### src/rtl/khtab_pkg.sv
// Shared types and constants for the keyed handle table.
package khtab_pkg;

    localparam int CAPACITY_DEF = 256;
    localparam int KEY_W        = 64;
    localparam int HANDLE_W     = 64;
    localparam int COUNT_W      = 9;

    typedef enum logic [1:0] {
        FUNC_INSERT = 2'd0,
        FUNC_REMOVE = 2'd1,
        FUNC_LOOKUP = 2'd2,
        FUNC_CLEAR  = 2'd3
    } func_t;

    typedef enum logic [2:0] {
        ST_INSERTED  = 3'd0,
        ST_UPDATED   = 3'd1,
        ST_FULL      = 3'd2,
        ST_REMOVED   = 3'd3,
        ST_NOT_FOUND = 3'd4,
        ST_FOUND     = 3'd5,
        ST_CLEARED   = 3'd6
    } status_t;

    typedef enum logic [2:0] {
        S_IDLE      = 3'd0,
        S_SCAN      = 3'd1,
        S_MOVE_WR   = 3'd2,
        S_LOOK_WAIT = 3'd3,
        S_RESP      = 3'd4
    } state_t;

    typedef struct packed {
        status_t               status;
        logic [HANDLE_W-1:0]   found_handle;
        logic [COUNT_W-1:0]    entry_count;
    } result_t;

endpackage

### src/rtl/khtab_ctrl.sv
// Operation sequencer: clears the table, or scans the key memory and then inserts, updates, moves or reads entries.
module khtab_ctrl #(
    parameter int CAPACITY = khtab_pkg::CAPACITY_DEF,
    parameter int AW       = (CAPACITY > 1) ? $clog2(CAPACITY) : 1,
    parameter int CNT_W    = $clog2(CAPACITY + 1)
) (
    input  logic                              aclk,
    input  logic                              aresetn,
    input  logic                              in_valid,
    output logic                              in_ready,
    input  khtab_pkg::func_t                  in_func,
    input  logic [khtab_pkg::KEY_W-1:0]       in_key,
    input  logic [khtab_pkg::HANDLE_W-1:0]    in_handle,
    output logic                              res_valid,
    input  logic                              res_ready,
    output khtab_pkg::result_t                res,
    output logic                              k_we,
    output logic [AW-1:0]                     k_waddr,
    output logic [khtab_pkg::KEY_W-1:0]       k_wdata,
    output logic [AW-1:0]                     k_raddr,
    input  logic [khtab_pkg::KEY_W-1:0]       k_rdata,
    output logic                              h_we,
    output logic [AW-1:0]                     h_waddr,
    output logic [khtab_pkg::HANDLE_W-1:0]    h_wdata,
    output logic [AW-1:0]                     h_raddr,
    input  logic [khtab_pkg::HANDLE_W-1:0]    h_rdata
);

    function automatic logic [khtab_pkg::COUNT_W-1:0] to_count(input logic [CNT_W-1:0] v);
        logic [CNT_W+khtab_pkg::COUNT_W-1:0] ext;
        ext = {{khtab_pkg::COUNT_W{1'b0}}, v};
        return ext[khtab_pkg::COUNT_W-1:0];
    endfunction

    khtab_pkg::state_t                 state_reg, state_next;
    khtab_pkg::func_t                  func_reg, func_next;
    logic [khtab_pkg::KEY_W-1:0]       key_reg, key_next;
    logic [khtab_pkg::HANDLE_W-1:0]    handle_reg, handle_next;
    logic [CNT_W-1:0]                  fill_reg, fill_next;
    logic [CNT_W-1:0]                  idx_reg, idx_next;
    logic                              pend_reg, pend_next;
    logic [AW-1:0]                     pend_idx_reg, pend_idx_next;
    logic [AW-1:0]                     slot_reg, slot_next;
    khtab_pkg::result_t                res_reg, res_next;
    logic [CNT_W-1:0]                  last_idx;
    logic                              hit;

    assign last_idx = fill_reg - CNT_W'(1);
    assign hit      = pend_reg && (k_rdata == key_reg);
    assign res      = res_reg;

    always_ff @(posedge aclk) begin
        if (!aresetn) begin
            state_reg <= khtab_pkg::S_IDLE;
            fill_reg  <= '0;
            idx_reg   <= '0;
            pend_reg  <= 1'b0;
        end else begin
            state_reg <= state_next;
            fill_reg  <= fill_next;
            idx_reg   <= idx_next;
            pend_reg  <= pend_next;
        end
        func_reg     <= func_next;
        key_reg      <= key_next;
        handle_reg   <= handle_next;
        pend_idx_reg <= pend_idx_next;
        slot_reg     <= slot_next;
        res_reg      <= res_next;
    end

    always_comb begin
        state_next    = state_reg;
        func_next     = func_reg;
        key_next      = key_reg;
        handle_next   = handle_reg;
        fill_next     = fill_reg;
        idx_next      = idx_reg;
        pend_next     = pend_reg;
        pend_idx_next = pend_idx_reg;
        slot_next     = slot_reg;
        res_next      = res_reg;
        in_ready      = 1'b0;
        res_valid     = 1'b0;
        k_we          = 1'b0;
        k_waddr       = slot_reg;
        k_wdata       = key_reg;
        k_raddr       = idx_reg[AW-1:0];
        h_we          = 1'b0;
        h_waddr       = slot_reg;
        h_wdata       = handle_reg;
        h_raddr       = slot_reg;

        case (state_reg)
            khtab_pkg::S_IDLE: begin
                in_ready = 1'b1;
                if (in_valid) begin
                    func_next   = in_func;
                    key_next    = in_key;
                    handle_next = in_handle;
                    idx_next    = '0;
                    pend_next   = 1'b0;
                    if (in_func == khtab_pkg::FUNC_CLEAR) begin
                        fill_next              = '0;
                        res_next.status        = khtab_pkg::ST_CLEARED;
                        res_next.found_handle  = '0;
                        res_next.entry_count   = '0;
                        state_next             = khtab_pkg::S_RESP;
                    end else begin
                        state_next = khtab_pkg::S_SCAN;
                    end
                end
            end
            khtab_pkg::S_SCAN: begin
                if (hit) begin
                    slot_next = pend_idx_reg;
                    pend_next = 1'b0;
                    case (func_reg)
                        khtab_pkg::FUNC_INSERT: begin
                            h_we                  = 1'b1;
                            h_waddr               = pend_idx_reg;
                            h_wdata               = handle_reg;
                            res_next.status       = khtab_pkg::ST_UPDATED;
                            res_next.found_handle = '0;
                            res_next.entry_count  = to_count(fill_reg);
                            state_next            = khtab_pkg::S_RESP;
                        end
                        khtab_pkg::FUNC_REMOVE: begin
                            k_raddr    = last_idx[AW-1:0];
                            h_raddr    = last_idx[AW-1:0];
                            state_next = khtab_pkg::S_MOVE_WR;
                        end
                        default: begin
                            h_raddr    = pend_idx_reg;
                            state_next = khtab_pkg::S_LOOK_WAIT;
                        end
                    endcase
                end else if (idx_reg < fill_reg) begin
                    k_raddr       = idx_reg[AW-1:0];
                    pend_next     = 1'b1;
                    pend_idx_next = idx_reg[AW-1:0];
                    idx_next      = idx_reg + CNT_W'(1);
                end else if (pend_reg) begin
                    pend_next = 1'b0;
                end else begin
                    res_next.found_handle = '0;
                    state_next            = khtab_pkg::S_RESP;
                    if (func_reg == khtab_pkg::FUNC_INSERT) begin
                        if (fill_reg >= CNT_W'(CAPACITY)) begin
                            res_next.status      = khtab_pkg::ST_FULL;
                            res_next.entry_count = to_count(fill_reg);
                        end else begin
                            k_we                 = 1'b1;
                            k_waddr              = fill_reg[AW-1:0];
                            k_wdata              = key_reg;
                            h_we                 = 1'b1;
                            h_waddr              = fill_reg[AW-1:0];
                            h_wdata              = handle_reg;
                            fill_next            = fill_reg + CNT_W'(1);
                            res_next.status      = khtab_pkg::ST_INSERTED;
                            res_next.entry_count = to_count(fill_reg + CNT_W'(1));
                        end
                    end else begin
                        res_next.status      = khtab_pkg::ST_NOT_FOUND;
                        res_next.entry_count = to_count(fill_reg);
                    end
                end
            end
            khtab_pkg::S_MOVE_WR: begin
                k_we                  = 1'b1;
                k_waddr               = slot_reg;
                k_wdata               = k_rdata;
                h_we                  = 1'b1;
                h_waddr               = slot_reg;
                h_wdata               = h_rdata;
                fill_next             = last_idx;
                res_next.status       = khtab_pkg::ST_REMOVED;
                res_next.found_handle = '0;
                res_next.entry_count  = to_count(last_idx);
                state_next            = khtab_pkg::S_RESP;
            end
            khtab_pkg::S_LOOK_WAIT: begin
                res_next.status       = khtab_pkg::ST_FOUND;
                res_next.found_handle = h_rdata;
                res_next.entry_count  = to_count(fill_reg);
                state_next            = khtab_pkg::S_RESP;
            end
            khtab_pkg::S_RESP: begin
                res_valid = 1'b1;
                if (res_ready) begin
                    state_next = khtab_pkg::S_IDLE;
                end
            end
            default: begin
                state_next = khtab_pkg::S_IDLE;
            end
        endcase
    end

endmodule

### config.mk
export PLATFORM = sky130hd
export DESIGN_NAME = khtab_ctrl
export DESIGN_NICKNAME = d
export VERILOG_FILES = /design/src/rtl/khtab_pkg.sv /design/src/rtl/khtab_ctrl.sv
export SDC_FILE = /design/constraint.sdc
export NUM_CORES = 1
export LEC_CHECK = 0
export ABC_AREA = 1
export CAP_MARGIN = 20
export CORE_AREA = 2 2 197 199
export CTS_CLUSTER_DIAMETER = 40
export DETAILED_ROUTE_END_ITERATION = 8
export DIE_AREA = 0 0 199 201
export DONT_BUFFER_PORTS = 1
export PLACE_DENSITY = 0.46
export SYNTH_ARGS = -nofsm -noshare
export SYNTH_HDL_FRONTEND = slang
export SYNTH_SLANG_ARGS = --single-unit
export TNS_END_PERCENT = 30
### constraint.sdc
create_clock -name aclk -period 5.7 [get_ports aclk]
set_clock_uncertainty 0.1 [all_clocks]
set_input_delay 1.14 -clock aclk [delete_from_list [all_inputs] [get_ports aclk]]
set_output_delay 1.14 -clock aclk [all_outputs]
set_load 0.1 [all_outputs]
Word level (Yosys, flattened, before mapping) --
Index checks and enable logic that the tools add are counted.
Operators by class: bitwise operators 1, muxes and demuxes 61, add/sub/neg operators 3, shift-type cells 0, reduce and logical (&&, ||, !) cells 15, magnitude comparators 2, eq/ne operators 17, div/mod/pow operators 0, $mul 0
Operator list (number):
- $mux W76 | 6
- $pmux W76 S4 | 1
- $mux W64 | 2
- $mux W8 | 14
- $mux W9 | 10
- $eq A64 B64 Y1 | 1
- $pmux W9 S3 | 1
- $mux W3 | 7
- $add A9 B1 Y9 const B | 2
- $pmux W9 S2 | 1
- $pmux W8 S2 | 1
- $ne A2 B2 Y1 const B | 7
- $mux W1 | 12
- $pmux W3 S4 | 1
- $reduce_and A6 Y1 | 2
- $ge A9 B9 Y1 const B | 1
- $lt A9 B9 Y1 | 1
- $ne A3 B3 Y1 const B | 3
- $sub A9 B1 Y9 const B | 1
- $reduce_and A4 Y1 | 2
- $eq A3 B2 Y1 const B | 2
- $pmux W1 S2 | 3
- $pmux W3 S2 | 1
- $reduce_and A2 Y1 | 3
- 14 further kinds | 14
Word-level totals: memories 0, logic and storage cells 111, RAM bits 0, bits in latches 0, bits in registers 244, ROM bits 0, output and inout port bits 240, input bits 262

Logic depth before layout (Yosys ltp) --
word-level depth 7, gate-level depth with buffers 16, mapped depth without buffers 16

Worst setup path after synthesis --
No wires, ideal clock.
path kind input to output, start in k_rdata[0] (netlist bit), end out k_waddr[1], setup slack 193 ps, data arrival time 4267 ps, cell stages on the path 13, required time 4460 ps, path buffers 1, path through inv_1 > nand2_1 > nand2_1 > nor2_1 > nand2_1 > nor2_1 > nand2_1 > nor2_2 > nand3_2 > nand2_1 > inv_2 > buf_2 > o21ai_0
Between the ends: longest elaborated chain between the ends 4
RTL lines:
- from (decl) | line khtab_ctrl.sv:21 | input logic [khtab_pkg::KEY_W-1:0] k_rdata,
- $eq A64 B64 Y1 | line khtab_ctrl.sv:49 | assign hit = pend_reg && (k_rdata == key_reg);
- $logic_and A1 B1 Y1 | line khtab_ctrl.sv:49
- $mux W8 | line khtab_ctrl.sv:115 | if (hit) begin
- $mux W8 | line khtab_ctrl.sv:94 | case (state_reg)
- to (decl) | line khtab_ctrl.sv:18 | output logic [AW-1:0] k_waddr,
No other way between the ends.

Worst setup path in the final report --
start reg state_reg[1], end out h_wdata[10] (netlist bit)
Between the ends: longest elaborated chain between the ends 2
RTL lines:
- from (decl) | line khtab_ctrl.sv:35 | khtab_pkg::state_t state_reg, state_next;
- from (signal assigned) | line khtab_ctrl.sv:54 | state_reg <= khtab_pkg::S_IDLE;
- from (signal assigned) | line khtab_ctrl.sv:59 | state_reg <= state_next;
- $eq A3 B2 Y1 | line khtab_ctrl.sv:94
- $mux W64
- to (decl) | line khtab_ctrl.sv:24 | output logic [khtab_pkg::HANDLE_W-1:0] h_wdata,
No other way between the ends.

==> impl_results.html <==
<table>
<tr><th>Metric</th><th>Value</th></tr>
<tr><th colspan="2">Worst hold path</th></tr>
<tr><td>Hold path cells</td><td>2</td></tr>
<tr><td>Hold worst-path end</td><td>idx_reg[8]$_SDFFE_PN0P_</td></tr>
<tr><td>Launch point of the worst hold path</td><td>idx_reg[8]$_SDFFE_PN0P_</td></tr>
<tr><td>Worst hold path type</td><td>flip-flop to flip-flop</td></tr>
<tr><th colspan="2">Worst setup path</th></tr>
<tr><td>WP buf/inv</td><td>4</td></tr>
<tr><td>Worst reg2reg path depth</td><td>11</td></tr>
<tr><td>R2R Setup Slk</td><td>about 2.2 ns</td></tr>
<tr><td>Required @ worst endpoint</td><td>4.46 ns</td></tr>
<tr><td>Critical Path Sink Type</td><td>output port</td></tr>
<tr><td>Kind of start point of the critical path</td><td>flip-flop</td></tr>
<tr><td>Cell family with the largest share of critical-path delay</td><td>buffers and inverters</td></tr>
<tr><td>Critical path cell sequence</td><td>inv_1 -&gt; nor2_1 -&gt; inv_1 -&gt; nor2_4 -&gt; inv_6 -&gt; buf_4 -&gt; o21ai_2</td></tr>
<tr><td>FF-to-FF Start</td><td>key_reg[60]$_DFFE_PP_</td></tr>
<tr><td>Most prevalent standard cell on the critical path</td><td>sky130_fd_sc_hd__inv_1</td></tr>
<tr><td>Cell with the biggest individual delay on the critical path</td><td>sky130_fd_sc_hd__o21ai_2</td></tr>
<tr><td>Worst endpoint data arrival time</td><td>approximately 3.8 ns</td></tr>
<tr><td>Crit-path max FO</td><td>87</td></tr>
<tr><td>Worst r2r dst</td><td>res[69]$_DFFE_PP_</td></tr>
<tr><td>Slowest stage delay, CP</td><td>approximately 0.96 ns</td></tr>
<tr><td>Class of the most critical setup path</td><td>flip-flop to output port</td></tr>
<tr><th colspan="2">Synthesis</th></tr>
<tr><td>Most frequently used flop master after synthesis</td><td>sky130_fd_sc_hd__edfxtp_1</td></tr>
<tr><td>Synth top area cells</td><td>sky130_fd_sc_hd__edfxtp_1 (53%), sky130_fd_sc_hd__nand2_1 (13%), sky130_fd_sc_hd__inv_1 (6.8%), sky130_fd_sc_hd__o21ai_0 (6.1%), sky130_fd_sc_hd__nor2_1 (4.2%)</td></tr>
<tr><td>Yosys reg bits</td><td>~240</td></tr>
<tr><td>Synthesized instance count</td><td>approximately 1,400</td></tr>
<tr><td>Warnings from Yosys</td><td>0</td></tr>
<tr><td>Synth top area share</td><td>between 50% and 60%</td></tr>
<tr><td>Synth Area per Inst</td><td>8.68 sq um</td></tr>
<tr><td>Post-synth top area cell</td><td>sky130_fd_sc_hd__edfxtp_1</td></tr>
<tr><td>Sequential share of the synthesized area</td><td>between 50% and 60%</td></tr>
<tr><td>Post-Syn Nets</td><td>around 1,700</td></tr>
<tr><td>Post-synth EDFFs</td><td>~220</td></tr>
<tr><td>Share of flip-flops with an asynchronous set or reset after synthesis</td><td>0%</td></tr>
<tr><td>Number of different library cells in the post-synthesis netlist</td><td>44</td></tr>
<tr><td>Cell area after technology mapping</td><td>around 12,000 sq um</td></tr>
<tr><th colspan="2">Floorplan</th></tr>
<tr><td>Cell Rows</td><td>72</td></tr>
<tr><td>Width of the die</td><td>about 200 um</td></tr>
<tr><td>Placeable core area</td><td>around 38,000 sq um</td></tr>
<tr><td>I/O pin count</td><td>502</td></tr>
<tr><td>Floorplan die area</td><td>40,000 sq um</td></tr>
<tr><td>Initial Utilization</td><td>between 30% and 40%</td></tr>
<tr><td>Die Span Y</td><td>approximately 200 um</td></tr>
<tr><th colspan="2">Route</th></tr>
<tr><td>Number of vias after detailed routing</td><td>~9,800</td></tr>
<tr><td>Wire length per cell</td><td>20.0 um</td></tr>
<tr><td>Post-DR vias/cell</td><td>roughly 4.8</td></tr>
<tr><td>Number of violations reported at the end of detailed-routing iteration 0</td><td>between 600 and 700</td></tr>
<tr><td>Number of antenna-violating nets in the routed design</td><td>0</td></tr>
<tr><td>First-pass DRT Iterations</td><td>7</td></tr>
<tr><td>Drt drc</td><td>0</td></tr>
<tr><td>Total routed wirelength</td><td>~41 mm</td></tr>
<tr><th colspan="2">Placement</th></tr>
<tr><td>Post-placement cell count</td><td>slightly below 2,000</td></tr>
<tr><td>Port buffer count</td><td>0</td></tr>
<tr><td>Post-detailed-placement half-perimeter wirelength</td><td>slightly above 30 mm</td></tr>
<tr><td>Final GP Congestion</td><td>approximately 0.87</td></tr>
<tr><th colspan="2">CTS</th></tr>
<tr><td>H-tree lvl count</td><td>2</td></tr>
<tr><td>Clock latency reported for the late side of the worst-skew pair</td><td>between 0.5 and 0.6 ns</td></tr>
<tr><td>Clock tree from TritonCTS</td><td>yes</td></tr>
<tr><td>Number of buffers inserted for hold repair after clock tree synthesis</td><td>0</td></tr>
<tr><td>Master cell of the clock root buffer</td><td>sky130_fd_sc_hd__clkbuf_16</td></tr>
<tr><td>Post-CTS setup buffer count</td><td>0</td></tr>
<tr><td>Cts bufs inserted</td><td>46</td></tr>
<tr><td>Post-cts repair resize count</td><td>0</td></tr>
<tr><td>Clock tree sinks</td><td>244</td></tr>
<tr><td>Number of buffers on the longest clock path</td><td>3</td></tr>
<tr><td>CTS clock-pin slew for the worst setup and hold paths</td><td>around 0.05 ns</td></tr>
<tr><th colspan="2">Timing</th></tr>
<tr><td>Max-slew violation total from the final report</td><td>0</td></tr>
<tr><td>Final cycle utilization of the critical path</td><td>about nine tenths</td></tr>
<tr><td>Shortest period the worst path allows</td><td>around 5.1 ns</td></tr>
<tr><td>Sum of negative setup slack</td><td>0 ns</td></tr>
<tr><td>Count of final hold-check violations</td><td>0</td></tr>
<tr><td>Max-slew headroom</td><td>between 15 and 20%</td></tr>
<tr><td>RSZ-0062 raised after global routing</td><td>no</td></tr>
<tr><td>Max Clock Freq</td><td>slightly below 0.2 GHz</td></tr>
<tr><td>Final number of setup-violating endpoints</td><td>0</td></tr>
<tr><td>Worst Tran Pin Value</td><td>1.21 ns</td></tr>
<tr><th colspan="2">Global route</th></tr>
<tr><td>Maximum number of pins on one net before global-route repair</td><td>94</td></tr>
<tr><td>Grt ovf</td><td>0</td></tr>
<tr><td>Overall fraction of global-route tracks in use</td><td>between 20% and 30%</td></tr>
<tr><td>Number of antenna violations at the first check in global routing</td><td>5</td></tr>
<tr><td>Wire length of the first global-routing pass</td><td>60.6 mm</td></tr>
<tr><td>Vias in the first global route</td><td>~9,600</td></tr>
<tr><th colspan="2">Final layout</th></tr>
<tr><td>Largest register FFs</td><td>between 70 and 80</td></tr>
<tr><td>Final net count</td><td>1,757</td></tr>
<tr><td>Footprint of the multi-input gates</td><td>approximately 4700 sq um</td></tr>
<tr><td>Filler cells</td><td>3,745</td></tr>
<tr><td>Commonest cells after routing, fill and taps aside</td><td>sky130_fd_sc_hd__nand2_1 (430), sky130_fd_sc_hd__inv_1 (224), sky130_fd_sc_hd__edfxtp_1 (222)</td></tr>
<tr><td>Commonest non-fill, non-tap cell in the layout</td><td>sky130_fd_sc_hd__nand2_1</td></tr>
<tr><td>Number of standard cells in the final layout excluding fillers</td><td>just over 2,000</td></tr>
<tr><td>Area growth, synth to finish</td><td>24.1%</td></tr>
<tr><td>Register area</td><td>around 7100 sq um</td></tr>
<tr><td>Ratio of cells with drive above 1 in the final layout</td><td>between 10% and 20%</td></tr>
<tr><th colspan="2">Run status</th></tr>
<tr><td>Result of the run</td><td>finished, final reports clean</td></tr>
<tr><th colspan="2">Job</th></tr>
<tr><td>Count of maximum capacitance violations</td><td>0</td></tr>
<tr><th colspan="2">Pwr</th></tr>
<tr><td>Final Power</td><td>approximately 11 mW</td></tr>
<tr><td>Power per cell area</td><td>between 700 and 800 nW/um^2</td></tr>
<tr><td>Static power due to leakage</td><td>slightly below 7 nW</td></tr>
<tr><td>Maximum vdd ir drop</td><td>between 0.3 and 0.4 mV</td></tr>
</table>
worst register-to-register path, stage by stage, from the launching register on:
cell and delay (ns):
sky130_fd_sc_hd__edfxtp_1 0.41, sky130_fd_sc_hd__xor2_1 0.17, sky130_fd_sc_hd__nor2_1 0.29, sky130_fd_sc_hd__nand2_1 0.10
sky130_fd_sc_hd__nor2_1 0.10, sky130_fd_sc_hd__nand2_1 0.08, sky130_fd_sc_hd__nor2_2 0.21, sky130_fd_sc_hd__nand3_2 0.36
sky130_fd_sc_hd__nand2_1 0.28, sky130_fd_sc_hd__nand4_1 0.17, sky130_fd_sc_hd__clkinv_2 0.48, sky130_fd_sc_hd__buf_12 0.39
cell usage after synthesis, types with 15 or more instances:
| master | number |
|---|---|
| sky130_fd_sc_hd__clkbuf_1 | 30 |
| sky130_fd_sc_hd__nand3_1 | 22 |
| sky130_fd_sc_hd__a21oi_1 | 31 |
| sky130_fd_sc_hd__xor2_1 | 23 |
| sky130_fd_sc_hd__nand2_1 | 430 |
| sky130_fd_sc_hd__inv_1 | 227 |
| sky130_fd_sc_hd__o21ai_0 | 152 |
| sky130_fd_sc_hd__edfxtp_1 | 222 |
| sky130_fd_sc_hd__nor2_1 | 141 |
| sky130_fd_sc_hd__dfxtp_1 | 22 |
| sky130_fd_sc_hd__nand4_1 | 18 |
| sky130_fd_sc_hd__o211ai_1 | 15 |
metrics by stage:
step	cell area, sq um	util [%]	setup WS, ns	hold slack, ns
2_1_floorplan	12500	-	0.193	0.345
3_3_place_gp	13800	36.2	0.984	0.392
3_5_place_dp	13900	36.5	0.967	0.391
4_1_cts	15500	40.7	0.640	0.399
5_1_grt	15500	40.7	0.466	0.419
6_report	15500	40.7	0.647	0.398
worst max-delay path by stage:
stage,slack [ns],cells after the start,end,start
final,0.65,7,h_wdata[10],state_reg[1]$_SDFFE_PN0P_
after global routing,0.47,7,h_wdata[10],state_reg[1]$_SDFFE_PN0P_
after CTS,0.64,7,h_wdata[10],state_reg[1]$_SDFFE_PN0P_
after detailed placement,0.97,14,h_raddr[0],k_rdata[60]
after global placement,0.98,16,h_raddr[4],k_rdata[61]
after floorplan,0.19,13,k_waddr[1],k_rdata[0]
where the power goes:
group	total (mW)	internal [mW]	switching (mW)	leakage [nW]
clock	2.78	1.77	1.01	0.779
sequential	4.52	2.65	1.88	2.30
combinational	3.60	0.559	3.04	3.71
cell families after synthesis:
logic type      count (synthesis)  synth area share, %
flops                         244                 56.9
fa+ha+maj                      12                 1.20
buf+inv                       293                 9.28
xor+xnor                       23                 1.61
simple gates                  634                 20.7
compound gates                233                 10.3
cell type report:
cell class	count	area share (%)
clock buffers	49	7.64
flip-flops and latches	244	45.9
diodes	2	0.0323
well taps	518	4.18
repair buffers	50	3.36
clock inverters	35	2.69
multi-input cells	902	30.3
inverters	239	5.89
metal layers:
| metal | global-route usage, % | share of wire [%] | wire length [um] | vias up |
|---|---|---|---|---|
| met1 | 24.3 | 40 | 16300 | 4509 |
| li1 | - | - | - | 4794 |
| met4 | 6.24 | 2.1 | 835 | 4 |
| met2 | 34.5 | 50 | 20300 | 394 |
| met3 | 6.43 | 8.0 | 3240 | 67 |
| met5 | 0 | 0.057 | 23 | - |
No activity file was read; power rests on OpenSTA's default activity.
